$ cat src/dlf_pkg.sv
// shared types, register codes and reset values for the delimited line framer
package dlf_pkg;

  localparam int LINE_LIMIT_DEF = 63;

  localparam int CFG_IDX_W  = 3;
  localparam int CFG_DATA_W = 16;

  localparam logic [CFG_IDX_W-1:0] CFG_START_CHAR      = 3'd0;
  localparam logic [CFG_IDX_W-1:0] CFG_END_CHAR        = 3'd1;
  localparam logic [CFG_IDX_W-1:0] CFG_IGNORE_CHAR_A   = 3'd2;
  localparam logic [CFG_IDX_W-1:0] CFG_IGNORE_A_ENABLE = 3'd3;
  localparam logic [CFG_IDX_W-1:0] CFG_IGNORE_CHAR_B   = 3'd4;
  localparam logic [CFG_IDX_W-1:0] CFG_IGNORE_B_ENABLE = 3'd5;
  localparam logic [CFG_IDX_W-1:0] CFG_TIMEOUT_TICKS   = 3'd6;

  localparam logic [7:0]  START_CHAR_RST    = 8'h24;
  localparam logic [7:0]  END_CHAR_RST      = 8'h0a;
  localparam logic [7:0]  IGNORE_CHAR_A_RST = 8'h0d;
  localparam logic        IGNORE_A_EN_RST   = 1'b1;
  localparam logic [7:0]  IGNORE_CHAR_B_RST = 8'h00;
  localparam logic        IGNORE_B_EN_RST   = 1'b0;
  localparam logic [15:0] TIMEOUT_RST       = 16'd1000;

  localparam logic CMD_BYTE = 1'b0;
  localparam logic CMD_IDLE = 1'b1;

  localparam logic KIND_BYTE  = 1'b0;
  localparam logic KIND_ERROR = 1'b1;

  typedef enum logic [1:0] {
    S_IDLE,
    S_RD,
    S_OUT,
    S_ERR
  } state_t;

endpackage

$ cat src/dlf_ram.sv
// generic single-port-write ram with registered read
module dlf_ram #(
  parameter int WIDTH = 8,
  parameter int DEPTH = 64
) (
  input  logic                     clk,
  input  logic                     we,
  input  logic [$clog2(DEPTH)-1:0] waddr,
  input  logic [WIDTH-1:0]         wdata,
  input  logic                     re,
  input  logic [$clog2(DEPTH)-1:0] raddr,
  output logic [WIDTH-1:0]         rdata
);

  logic [WIDTH-1:0] mem [DEPTH];
  logic [WIDTH-1:0] rdata_r;

  always_ff @(posedge clk) begin
    if (we) begin
      mem[waddr] <= wdata;
    end
    if (re) begin
      rdata_r <= mem[raddr];
    end
  end

  assign rdata = rdata_r;

endmodule

$ cat src/delimited_line_framer.sv
// delimited line framer top level: sentence tracking, line store and line drain
//
// Each received byte or idle tick is taken while the block is in S_IDLE, not
// draining or reporting an error. A closing byte that ends a non-empty line,
// or a line that grows past LINE_LIMIT bytes, starts a drain that reads the
// line store, a ram with registered read, byte by byte through S_RD and S_OUT
// and holds the input until the line is out, plus any output back-pressure.
// A timeout error holds the input until its error beat is sent; after it every
// beat is taken and dropped until reset. Configuration writes are taken at any time and apply to the next byte.
module delimited_line_framer #(
  parameter int LINE_LIMIT = dlf_pkg::LINE_LIMIT_DEF
) (
  input  logic                         clk,
  input  logic                         rst_n,
  input  logic                         in_valid,
  output logic                         in_ready,
  input  logic                         in_command,
  input  logic [7:0]                   in_rx_byte,
  output logic                         out_valid,
  input  logic                         out_ready,
  output logic                         out_kind,
  output logic [7:0]                   out_line_byte,
  output logic                         out_last_of_line,
  input  logic                         cfg_valid,
  output logic                         cfg_ready,
  input  logic [dlf_pkg::CFG_IDX_W-1:0]  cfg_index,
  input  logic [dlf_pkg::CFG_DATA_W-1:0] cfg_data
);

  localparam int DEPTH  = LINE_LIMIT + 1;
  localparam int ADDR_W = $clog2(DEPTH);
  localparam int LEN_W  = $clog2(LINE_LIMIT + 2);

  logic [7:0]  start_char_r, end_char_r, ign_a_r, ign_b_r;
  logic        ign_a_en_r, ign_b_en_r;
  logic [15:0] timeout_r;

  dlf_pkg::state_t state_r, state_nxt;
  logic             in_sentence_r, in_sentence_nxt;
  logic [LEN_W-1:0] len_r, len_nxt;
  logic [15:0]      idle_r, idle_nxt;
  logic             halted_r, halted_nxt;
  logic [ADDR_W-1:0] rd_idx_r, rd_idx_nxt;

  logic       out_valid_r, out_valid_nxt;
  logic       out_kind_r, out_kind_nxt;
  logic [7:0] out_byte_r, out_byte_nxt;
  logic       out_last_r, out_last_nxt;

  logic              in_acc;
  logic              start_hit, sent_eff, ignored, store_en, out_free, last_rd;
  logic [LEN_W-1:0]  len_eff, len_new;
  logic [16:0]       idle_inc;
  logic              ram_we, ram_re;
  logic [ADDR_W-1:0] ram_waddr;
  logic [7:0]        ram_rdata;

  assign cfg_ready = 1'b1;

  always_ff @(posedge clk) begin
    if (!rst_n) begin
      start_char_r <= dlf_pkg::START_CHAR_RST;
      end_char_r   <= dlf_pkg::END_CHAR_RST;
      ign_a_r      <= dlf_pkg::IGNORE_CHAR_A_RST;
      ign_a_en_r   <= dlf_pkg::IGNORE_A_EN_RST;
      ign_b_r      <= dlf_pkg::IGNORE_CHAR_B_RST;
      ign_b_en_r   <= dlf_pkg::IGNORE_B_EN_RST;
      timeout_r    <= dlf_pkg::TIMEOUT_RST;
    end else if (cfg_valid) begin
      case (cfg_index)
        dlf_pkg::CFG_START_CHAR:      start_char_r <= cfg_data[7:0];
        dlf_pkg::CFG_END_CHAR:        end_char_r   <= cfg_data[7:0];
        dlf_pkg::CFG_IGNORE_CHAR_A:   ign_a_r      <= cfg_data[7:0];
        dlf_pkg::CFG_IGNORE_A_ENABLE: ign_a_en_r   <= cfg_data[0];
        dlf_pkg::CFG_IGNORE_CHAR_B:   ign_b_r      <= cfg_data[7:0];
        dlf_pkg::CFG_IGNORE_B_ENABLE: ign_b_en_r   <= cfg_data[0];
        dlf_pkg::CFG_TIMEOUT_TICKS:   timeout_r    <= cfg_data;
        default: ;
      endcase
    end
  end

  assign in_ready = (state_r == dlf_pkg::S_IDLE);
  assign in_acc   = in_valid && in_ready;
  assign out_free = !out_valid_r || out_ready;

  assign start_hit = (in_rx_byte == start_char_r);
  assign sent_eff  = in_sentence_r || start_hit;
  assign len_eff   = start_hit ? '0 : len_r;
  assign ignored   = (ign_a_en_r && in_rx_byte == ign_a_r) ||
                     (ign_b_en_r && in_rx_byte == ign_b_r);
  assign store_en  = !ignored && (len_eff < LEN_W'(DEPTH));
  assign len_new   = len_eff + LEN_W'(store_en);
  assign idle_inc  = {1'b0, idle_r} + 17'd1;
  assign last_rd   = (LEN_W'(rd_idx_r) + LEN_W'(1)) == len_r;

  assign ram_waddr = len_eff[ADDR_W-1:0];
  assign ram_we    = in_acc && !halted_r && in_command == dlf_pkg::CMD_BYTE &&
                     sent_eff && (in_rx_byte != end_char_r) && store_en;
  assign ram_re    = (state_r == dlf_pkg::S_RD);

  dlf_ram #(
    .WIDTH (8),
    .DEPTH (DEPTH)
  ) u_line_store (
    .clk   (clk),
    .we    (ram_we),
    .waddr (ram_waddr),
    .wdata (in_rx_byte),
    .re    (ram_re),
    .raddr (rd_idx_r),
    .rdata (ram_rdata)
  );

  always_comb begin
    state_nxt       = state_r;
    in_sentence_nxt = in_sentence_r;
    len_nxt         = len_r;
    idle_nxt        = idle_r;
    halted_nxt      = halted_r;
    rd_idx_nxt      = rd_idx_r;
    out_valid_nxt   = out_valid_r && !out_ready;
    out_kind_nxt    = out_kind_r;
    out_byte_nxt    = out_byte_r;
    out_last_nxt    = out_last_r;

    case (state_r)
      dlf_pkg::S_IDLE: begin
        if (in_acc && !halted_r) begin
          if (in_command == dlf_pkg::CMD_IDLE) begin
            idle_nxt = idle_inc[15:0];
            if (idle_inc >= {1'b0, timeout_r}) begin
              halted_nxt      = 1'b1;
              in_sentence_nxt = 1'b0;
              len_nxt         = '0;
              state_nxt       = dlf_pkg::S_ERR;
            end
          end else begin
            idle_nxt = '0;
            if (sent_eff) begin
              if (in_rx_byte == end_char_r) begin
                in_sentence_nxt = 1'b0;
                len_nxt         = len_eff;
                rd_idx_nxt      = '0;
                if (len_eff != '0) begin
                  state_nxt = dlf_pkg::S_RD;
                end
              end else if (len_new > LEN_W'(LINE_LIMIT)) begin
                in_sentence_nxt = 1'b0;
                len_nxt         = len_new;
                rd_idx_nxt      = '0;
                state_nxt       = dlf_pkg::S_RD;
              end else begin
                in_sentence_nxt = 1'b1;
                len_nxt         = len_new;
              end
            end
          end
        end
      end
      dlf_pkg::S_RD: begin
        state_nxt = dlf_pkg::S_OUT;
      end
      dlf_pkg::S_OUT: begin
        if (out_free) begin
          out_valid_nxt = 1'b1;
          out_kind_nxt  = dlf_pkg::KIND_BYTE;
          out_byte_nxt  = ram_rdata;
          out_last_nxt  = last_rd;
          if (last_rd) begin
            len_nxt   = '0;
            state_nxt = dlf_pkg::S_IDLE;
          end else begin
            rd_idx_nxt = rd_idx_r + ADDR_W'(1);
            state_nxt  = dlf_pkg::S_RD;
          end
        end
      end
      dlf_pkg::S_ERR: begin
        if (out_free) begin
          out_valid_nxt = 1'b1;
          out_kind_nxt  = dlf_pkg::KIND_ERROR;
          out_byte_nxt  = '0;
          out_last_nxt  = 1'b1;
          state_nxt     = dlf_pkg::S_IDLE;
        end
      end
      default: begin
        state_nxt = dlf_pkg::S_IDLE;
      end
    endcase
  end

  always_ff @(posedge clk) begin
    if (!rst_n) begin
      state_r       <= dlf_pkg::S_IDLE;
      in_sentence_r <= 1'b0;
      len_r         <= '0;
      idle_r        <= '0;
      halted_r      <= 1'b0;
      rd_idx_r      <= '0;
      out_valid_r   <= 1'b0;
    end else begin
      state_r       <= state_nxt;
      in_sentence_r <= in_sentence_nxt;
      len_r         <= len_nxt;
      idle_r        <= idle_nxt;
      halted_r      <= halted_nxt;
      rd_idx_r      <= rd_idx_nxt;
      out_valid_r   <= out_valid_nxt;
    end
  end

  always_ff @(posedge clk) begin
    out_kind_r <= out_kind_nxt;
    out_byte_r <= out_byte_nxt;
    out_last_r <= out_last_nxt;
  end

  assign out_valid        = out_valid_r;
  assign out_kind         = out_kind_r;
  assign out_line_byte    = out_byte_r;
  assign out_last_of_line = out_last_r;

endmodule

$ cat config.mk
export PLATFORM = sky130hd
export DESIGN_NAME = delimited_line_framer
export DESIGN_NICKNAME = d
export VERILOG_FILES = /design/src/dlf_pkg.sv /design/src/dlf_ram.sv /design/src/delimited_line_framer.sv
export SDC_FILE = /design/constraint.sdc
export NUM_CORES = 1
export LEC_CHECK = 0
export BUFFER_PORTS_ARGS = -buffer_cell sky130_fd_sc_hd__buf_2
export CORE_UTILIZATION = 60
export DETAILED_ROUTE_END_ITERATION = 10
export GPL_ROUTABILITY_DRIVEN = 0
export PLACE_DENSITY_LB_ADDON = 0.2
export SKIP_CTS_REPAIR_TIMING = 1
export SLEW_MARGIN = 20
export SYNTH_ARGS = -nofsm -noshare
export SYNTH_HDL_FRONTEND = slang
export SYNTH_SLANG_ARGS = --single-unit
$ cat constraint.sdc
create_clock -name clk -period 4.5 [get_ports clk]
set_clock_uncertainty 0.15 [all_clocks]
set_input_delay 0.9 -clock clk [delete_from_list [all_inputs] [get_ports clk]]
set_output_delay 0.9 -clock clk [all_outputs]
set_load 0.01 [all_outputs]
==> reports/metrics.yaml, run 1 <==
slew_viol_final: 0
fin_setup_tns_ps: 0
grt-ovfl-total: 0
grt_pass1_vias: 13400
clock_sinks: 614
drive_above_1_share: 0.250
syn-num-nets: 1496
drtIter0Drc: 1368
synthSimpleGateAreaFrac: 0.0677
setup_viol: 0
finalHoldViolCount: 0
die_w_um: 207
async_reset_ff_frac: 0
cts_buffers: 59
startpoint_type: "register"
drt_wl_total_um: 57200
io_buffers: 44
synth_top_family_by_area: "multiplexers"
hp-class: "register to register"
synth-edff-count: 530
nFillCells: 2652
largest_reg_flops: 512
htree_levels: 2
netlist_instances: 1443
clk_pin_slew_worst_paths_ps: 60
rsz0062_at_grt: "no"
path_class: "register to register"
leakage_nw: 9.06
tritoncts: "done"
reg2reg_slack_ps: 490
multi_input_area_um2: 7130
post-route-util: 0.689
drc: 6
relSlewSlack: 0.300
ys_ff_latch: 614
irDropWorstVdd_mv: 0.309
rows: 74
die-area_um2: 42700
fmax_ghz: 0.249
initial_core_util: 0.611
track_usage: 0.278
synth_ff_type: "edfxtp_1"
first_pass_iters: 10
regArea_um2: 17600
drv_cap: 0
crit_arrival_ps: 4410
crit_fanout: 9
via_count: 13700
layout.nets: 1613
yosysUniqueCellTypes: 65
detail_route.wl_per_cell_um: 26.7
top_regs: "u_line_store.mem x512, idle_r x16, timeout_r x16"
synthXorXnorAreaFrac: 0.0188
grtUsageMet3: 0.0471
place_ws_ps: 515
clk_path_buf_depth: 3
clock_latency_ps: 610
met1_usage: 0.407
critPathRequiredTime_ps: 4890
finalWorstSetupSlack_ps: 489
grt_antenna_before_repair: 3
syn2layout_area_growth_pct: 12.8
post-route-min-period_ps: 4010
regMostFlops: "u_line_store.mem"
synth_compound_area_frac: 0.0307
num_io_pins: 46
crit_path_end_kind: "register"
design_area_um2: 28300
grt_pass1_wl_um: 85700
synth_seq_area_share: 0.700
synthAdderAreaFrac: 0.00996
synthMuxAreaShare: 0.156
placed_cell_area_um2: 26400
synth_area_per_cell_um2: 17.4
antenna_left: 0
violations: "DRC"
hpwl_um: 35400
p_per_area_nw_per_um2: 408
viasPerCell: 6.42
finalCritPeriodShare: 0.891
die_y_um: 207
syn_area_um2: 25100
grt.busiest_layer: "met2"
cts_root_buf: "clkbuf_16"
status: "finished with violations"
grt_util_met2: 0.445
worst_slew_pin_slew_ps: 1040
ys_warn_count: 0
grt_max_degree: 66
coreArea_um2: 41100
==> layer usage <==
layer  vias up  share of wire
li1       5941              -
met1      7092           0.42
met4         0          0.018
met3        77          0.080
met2       629           0.48
met5         -              0
==> Yosys cell counts, types with 5 or more instances <==
master / number / area share
o211ai_1: 6 / 0.0018
a21oi_1: 47 / 0.0094
and2_1: 10 / 0.0025
ha_1: 20 / 0.010
xnor2_1: 29 / 0.010
inv_1: 25 / 0.0037
mux4_2: 168 / 0.15
nor3_1: 30 / 0.0060
o21a_1: 5 / 0.0015
nand2b_1: 8 / 0.0020
or3_1: 5 / 0.0012
buf_1: 19 / 0.0028
nor2_1: 92 / 0.014
nand3_1: 31 / 0.0062
nand4b_1: 5 / 0.0017
nand4_1: 13 / 0.0032
and3_1: 6 / 0.0015
xor2_1: 25 / 0.0087
edfxtp_1: 530 / 0.63
or4_1: 6 / 0.0018
buf_2: 14 / 0.0028
dfxtp_1: 84 / 0.067
clkbuf_1: 36 / 0.0054
mux2i_1: 14 / 0.0056
nor4_1: 9 / 0.0022
nor2b_1: 17 / 0.0042
nand2_1: 112 / 0.017
o21ai_0: 14 / 0.0028
==> metrics by stage <==
stage	power (mW)	std cells	hold slack, ps
after floorplan	6.46	1443	282
after global placement	6.62	2031	293
after detailed placement	6.63	2031	300
after CTS	11.6	2138	315
after global routing	11.8	2138	333
final	11.6	2139	314
==> worst paths after layout <==
path | from | to | cells after the start
worst max-delay path | idle_r[0] | len_r[3] | 14
worst min-delay path | timeout_r[2] | timeout_r[2] | 2
worst max register to register | idle_r[0] | len_r[3] | 14
worst min register to register | timeout_r[2] | timeout_r[2] | 2
==> power breakdown <==
group / internal [mW] / switching [mW] / total (mW)
logic: 0.0919 / 0.210 / 0.302
clock network: 2.97 / 2.07 / 5.05
registers: 6.19 / 0.0152 / 6.20
==> cells in the final DEF (no fill, tap or decap), types with 10 or more instances in the layout <==
cell type	netlist	routed
and2_1	10	10
a21oi_1	47	47
buf_4	2	82
dfxtp_1	84	80
ha_1	20	20
o21ai_0	14	14
nand4_1	13	13
bufinv_16	0	10
nor2_1	92	91
clkbuf_1	36	15
nand2_1	112	112
nor3_1	30	30
mux2i_1	14	14
mux4_2	168	168
xor2_1	25	25
clkbuf_16	0	59
nor2b_1	17	17
buf_2	14	44
xnor2_1	29	29
inv_1	25	25
nand3_1	31	31
edfxtp_1	530	530
clkinv_1	1	11
==> cell type report <==
class / count / area share
Timing Repair Buffer: 129 / 0.0316
Clock buffer: 74 / 0.0541
Antenna cell: 1 / 0.0000883
Multi-Input combinational cell: 730 / 0.251
Inverter: 26 / 0.00344
Clock inverter: 33 / 0.0146
Tap cell: 532 / 0.0235
Sequential cell: 614 / 0.621
==> logic make-up after synthesis <==
| family | Yosys count |
|---|---|
| AND/OR/NAND/NOR | 358 |
| buffers and inverters | 99 |
| other | 1 |
| multiplexers | 182 |
| flip-flops | 614 |
| AO/OA/AOI/OAI | 115 |
| XOR/XNOR | 54 |
| adder cells (fa/ha/maj) | 20 |
==> worst max-delay path, cell delays in order (launching register included) <==
cell      delay, ps
dfxtp_1         410
ha_1            250
nand3_1         230
nor4_1          290
buf_4           180
nand2_1          90
xnor2_1         140
ha_1            290
o21ai_0         110
or2_0           210
or4_1           490
o211ai_2        300
o211ai_4        180
or4_1           540
o21ai_1          80
Note: power is estimated with default switching activity, not from simulation.
==> inputs of run 2 (changes only) <==
CORE_UTILIZATION = 62   (was 60)
HOLD_SLACK_MARGIN = 0.06   (was not set)
==> run 2 against run 1 <==
The run now ends clean. Cell count fell by 0.23%. Hold slack got worse by 9.1 ps. Sequential share of layout area decreased by 0.077 points. Worst setup slack got worse by 260 ps. Global-route usage up 0.53 points. Design area is 0.12% higher. Largest power group unchanged.
==> reports/metrics.yaml, run 2 (synthesis results as in run 1) <==
grt_max_degree: 68
via_count: 13700
antenna_left: 0
p_comb_frac: 0.026
swShare: 0.202
setup_viol: 0
hpwl_um: 35200
min_delay_path_depth: 2
intPower_mw: 9.14
worst_r2r_path_depth: 13
clock_sinks: 614
first_pass_iters: 5
mostFrequentLayoutCell: "edfxtp_1"
drt_wl_total_um: 56400
slew_viol_final: 0
grt_pass1_vias: 13600
nFillCells: 2540
top_regs: "u_line_store.mem x512, idle_r x16, timeout_r x16"
final_cell_mix: "edfxtp_1 (530), mux4_2 (168), nand2_1 (112)"
rsz0062_at_grt: "no"
critPathRequiredTime_ps: 4900
coreArea_um2: 39800
clk_path_buf_depth: 3
clkPwrFrac: 0.432
path_class: "register to register"
min_from: "timeout_r[1]"
num_io_pins: 46
die_w_um: 203
grt_pass1_wl_um: 85000
place_ws_ps: 300
switchingPower_mw: 2.31
finalCritPeriodShare: 0.949
fin_setup_tns_ps: 0
post-route-min-period_ps: 4270
finalWorstSetupSlack_ps: 231
drtIter0Drc: 1123
io_buffers: 44
fmax_ghz: 0.234
relSlewSlack: 0.320
startpoint_type: "register"
reg2reg_to: "len_r[2]"
p_per_area_nw_per_um2: 404
worst_slew_pin_slew_ps: 1020
crit_arrival_ps: 4670
die-area_um2: 41300
reg2reg_slack_ps: 230
regArea_um2: 17600
die_y_um: 203
track_usage: 0.283
cts_root_buf: "clkbuf_16"
grt-ovfl-total: 0
hp-class: "register to register"
clk_pin_slew_worst_paths_ps: 60
rows: 73
viasPerCell: 6.43
largest_reg_flops: 512
finalHoldViolCount: 0
cts_buffers: 59
antennaDiodeCount: 0
status: "complete, no violations"
crit_start: "idle_r[0]"
grt_antenna_before_repair: 0
leakage_nw: 9.06
detail_route.wl_per_cell_um: 26.4
tritoncts: "done"
regMostFlops: "u_line_store.mem"
drv_cap: 0
crit_fanout: 9
drive_above_1_share: 0.250
drc: 0
share_seq_of_total_power: 0.542
multi_input_area_um2: 7130
syn2layout_area_growth_pct: 12.9
initial_core_util: 0.631
htree_levels: 2
clock_latency_ps: 610
rr_startpoint: "idle_r[0]"
power_mw: 11.5
layout.nets: 1613
crit_path_end_kind: "register"
irDropWorstVdd_mv: 0.339
holdPathEnd: "timeout_r[1]"
[run 2: cell count changes in the layout (fill, tap and decap cells not counted)]
cell / previous run / this run
clkbuf_8: 0 / 1
clkinv_1: 11 / 16
clkbuf_16: 59 / 60
clkbuf_1: 15 / 11
buf_4: 82 / 78
buf_12: 3 / 7
clkinv_8: 0 / 2
clkinv_4: 0 / 1
clkinvlp_4: 3 / 4
bufinv_16: 10 / 7
diode_2: 1 / 0
clkinv_2: 9 / 8
[run 2: worst max-delay path by stage]
stage                        to  slack, ps  depth (start not counted)
floorplan              len_r[3]        720                         13
global placement    rd_idx_r[4]        360                         15
detailed placement  rd_idx_r[4]        300                         15
CTS                    len_r[2]        310                         13
global route           len_r[3]         40                         14
finish                 len_r[2]        230                         13
[run 2: worst max-delay path, stage by stage, from the launching register on]
cell	delay [ps]
dfxtp_1	420
and3_1	230
nand2_1	120
nor3_1	580
nand3_1	270
xnor2_1	210
ha_1	290
nor3_1	50
or2_0	230
or4_1	480
o211ai_2	340
o211ai_4	190
or4_1	540
o21ai_1	90
[run 2: layer usage]
layer / share of wire / wire length, um / global-route usage / up-vias
li1: - / - / - / 5949
met1: 0.41 / 23100 / 0.404 / 7059
met2: 0.50 / 28100 / 0.467 / 629
met3: 0.073 / 4110 / 0.0396 / 76
met4: 0.020 / 1130 / 0.0733 / 0
met5: 0 / 0 / 0 / -
[run 2: cell type report]
cell class,instances,share of cell area
clock inverter,38,0.0136
multi-input combinational,730,0.251
inverter,26,0.00344
timing repair buffer,129,0.0333
sequential,614,0.620
tap,525,0.0231
clock buffer,72,0.0549
[run 2: per-stage QoR]
stage | instances | instance area [um2] | util | hold slack [ps]
global placement | 2024 | 26400 | 0.664 | 293
detailed placement | 2024 | 26400 | 0.664 | 298
finish | 2134 | 28400 | 0.713 | 305
floorplan | 1443 | 25100 | - | 282
CTS | 2134 | 28400 | 0.712 | 306
global route | 2134 | 28400 | 0.713 | 320
[run 2: power by group through the flow]
stage	combinational (mW)	clock, mW	sequential, mW
2_1_floorplan	0.141	0	6.32
3_3_place_gp	0.293	0	6.32
3_5_place_dp	0.302	0	6.33
4_1_cts	0.304	5.00	6.20
5_1_grt	0.328	5.21	6.20
6_report	0.303	4.94	6.20
==> inputs of run 3 (changes only) <==
ABC_AREA = 1   (was not set)
CORE_UTILIZATION = 63   (was 62)
==> run 3 against run 2 <==
Cell count increased by 36%. Register-to-register slack improved by 610 ps. Sequential power increased by 2%. Critical path type unchanged.
==> reports/metrics.yaml, run 3 <==
track_usage: 0.321
critPathRequiredTime_ps: 4810
num_io_pins: 46
hpwl_um: 39600
syn-num-nets: 2330
yosysTopAreaCellShare: 0.621
path_class: "register to register"
final_cell_mix: "edfxtp_1 (530), nor2_1 (486), o21ai_0 (365)"
reg2reg_slack_ps: 840
largest_reg_flops: 512
synth_compound_area_frac: 0.136
drt_wl_total_um: 65100
die_y_um: 204
post-route-util: 0.715
reg2reg_to: "len_r[0]"
p_per_area_nw_per_um2: 434
drc: 0
netlist_instances: 2277
drive_above_1_share: 0.108
finalHoldViolCount: 0
clock_latency_ps: 620
synthSimpleGateAreaFrac: 0.117
rows: 73
async_reset_ff_frac: 0
htree_levels: 2
detail_route.wl_per_cell_um: 22.4
regMostFlops: "u_line_store.mem"
top_regs: "u_line_store.mem x512, idle_r x16, timeout_r x16"
via_count: 18200
grt_max_degree: 133
synth.area.top_cells: "edfxtp_1 (62%), o21ai_0 (7.1%), nor2_1 (7.1%)"
fmax_ghz: 0.273
coreArea_um2: 39900
synth-edff-count: 530
io_buffers: 44
status: "complete, no violations"
post-route-min-period_ps: 3660
crit_arrival_ps: 3980
yosysMostFrequentCell: "edfxtp_1"
synthXorXnorAreaFrac: 0.0138
drtIter0Drc: 2278
cpLargestDelayFamily: "simple AND/OR/NAND/NOR gates"
synthMuxAreaShare: 0
viasPerCell: 6.27
clk_pin_slew_worst_paths_ps: 60
slew_viol_final: 0
crit_fanout: 8
clock_sinks: 614
cts_root_buf: "clkbuf_16"
cts_buffers: 59
synth_top_cells_by_count: "edfxtp_1 (530), nor2_1 (486), o21ai_0 (365)"
crit_buf_inv: 2
drv_cap: 0
leakage_nw: 10.0
grt_pass1_vias: 17800
startpoint_type: "register"
irDropWorstVdd_mv: 0.413
place_ws_ps: 548
antennaDiodeCount: 0
rsz0062_at_grt: "no"
min_delay_path_depth: 2
ys_warn_count: 0
yosys.area.top_type: "edfxtp_1"
crit_path_frequent_cell: "nand2_1"
first_pass_iters: 6
relSlewSlack: 0.236
syn2layout_area_growth_pct: 11.4
synth_area_per_cell_um2: 11.3
syn_area_um2: 25600
tritoncts: "done"
rr_startpoint: "idle_r[0]"
setup_viol: 0
clk_path_buf_depth: 3
crit_path_cell_trace: "ha_1 -> nand3_1 -> inv_1 -> nand3_1 -> nor2_1 -> nand2_1 -> nor2_1 -> xor2_1 -> ha_1 -> a21oi_1 -> o21ai_0 -> a21oi_1 -> nand2_1 -> nand2_1 -> nand2_1 -> nand2_1 -> nand3_1 -> nand2_2 -> clkinv_2 -> o21ai_0 -> nor2_1"
layout.nets: 2382
slowest_delay_ps: 410
hp-class: "register to register"
finalCritPeriodShare: 0.814
synth_seq_area_share: 0.686
grt_pass1_wl_um: 101000
mostFrequentLayoutCell: "edfxtp_1"
die-area_um2: 41500
yosysUniqueCellTypes: 51
ys_ff_latch: 614
synthAdderAreaFrac: 0.00976
finalWorstSetupSlack_ps: 839
antenna_left: 0
worst_slew_pin_slew_ps: 1140
min_from: "timeout_r[1]"
cp_slowest_cell: "dfxtp_1"
grt-ovfl-total: 0
crit_path_end_kind: "register"
grt_antenna_before_repair: 2
synth_ff_type: "edfxtp_1"
initial_core_util: 0.642
holdPathEnd: "timeout_r[1]"
die_w_um: 204
worst_r2r_path_depth: 21
fin_setup_tns_ps: 0
synth_top_family_by_area: "compound AO/OA/AOI/OAI gates"
run 3: layout make-up:
class	count	area [um2]
Clock buffer	75	1590
Fill cell	2680	11400
Sequential cell	614	17600
Clock inverter	36	374
Multi-Input combinational cell	1429	7100
Timing Repair Buffer	121	823
Inverter	104	398
Tap cell	525	657
run 3: worst min-delay path: cells and delay by family (launching register included):
kind,cells,cell delay [ps]
DFF,1,290
buffers and inverters,1,70
AOI/OAI and AO/OA,1,60
run 3: logic make-up after synthesis:
| kind of cell | count (synthesis) |
|---|---|
| xor+xnor | 37 |
| simple gates | 742 |
| buf+inv | 234 |
| compound gates | 629 |
| other cells | 1 |
| flops | 614 |
| fa+ha+maj | 20 |
run 3: worst max-delay path by stage:
stage | slack (ps) | start | endpoint | depth (start not counted)
floorplan | 1310 | in_rx_byte[2] | rd_idx_r[0] | 22
global placement | 630 | in_rx_byte[7] | rd_idx_r[0] | 22
detailed placement | 550 | in_rx_byte[7] | rd_idx_r[3] | 21
CTS | 870 | idle_r[0] | len_r[0] | 21
global route | 490 | idle_r[0] | len_r[0] | 21
finish | 840 | idle_r[0] | len_r[0] | 21
run 3: power breakdown:
part	internal [mW]	switching [mW]
Clock	2.90	2.11
Combinational	0.288	0.780
Sequential	6.24	0.0745
Total	9.43	2.96
run 3: metal layers:
| metal | share of wire | global-route usage |
|---|---|---|
| met3 | 0.10 | 0.0678 |
| met2 | 0.47 | 0.510 |
| met4 | 0.037 | 0.128 |
| met1 | 0.39 | 0.436 |
| met5 | 0 | 0 |
run 3: stage by stage:
step / cell area, um2 / hold slack (ps) / instances / total power, mW
2_1_floorplan: 25600 / 285 / 2277 / 7.06
3_3_place_gp: 26600 / 301 / 2793 / 7.46
3_5_place_dp: 26600 / 304 / 2793 / 7.48
4_1_cts: 28500 / 315 / 2904 / 12.4
5_1_grt: 28500 / 328 / 2904 / 12.7
6_report: 28500 / 313 / 2904 / 12.4
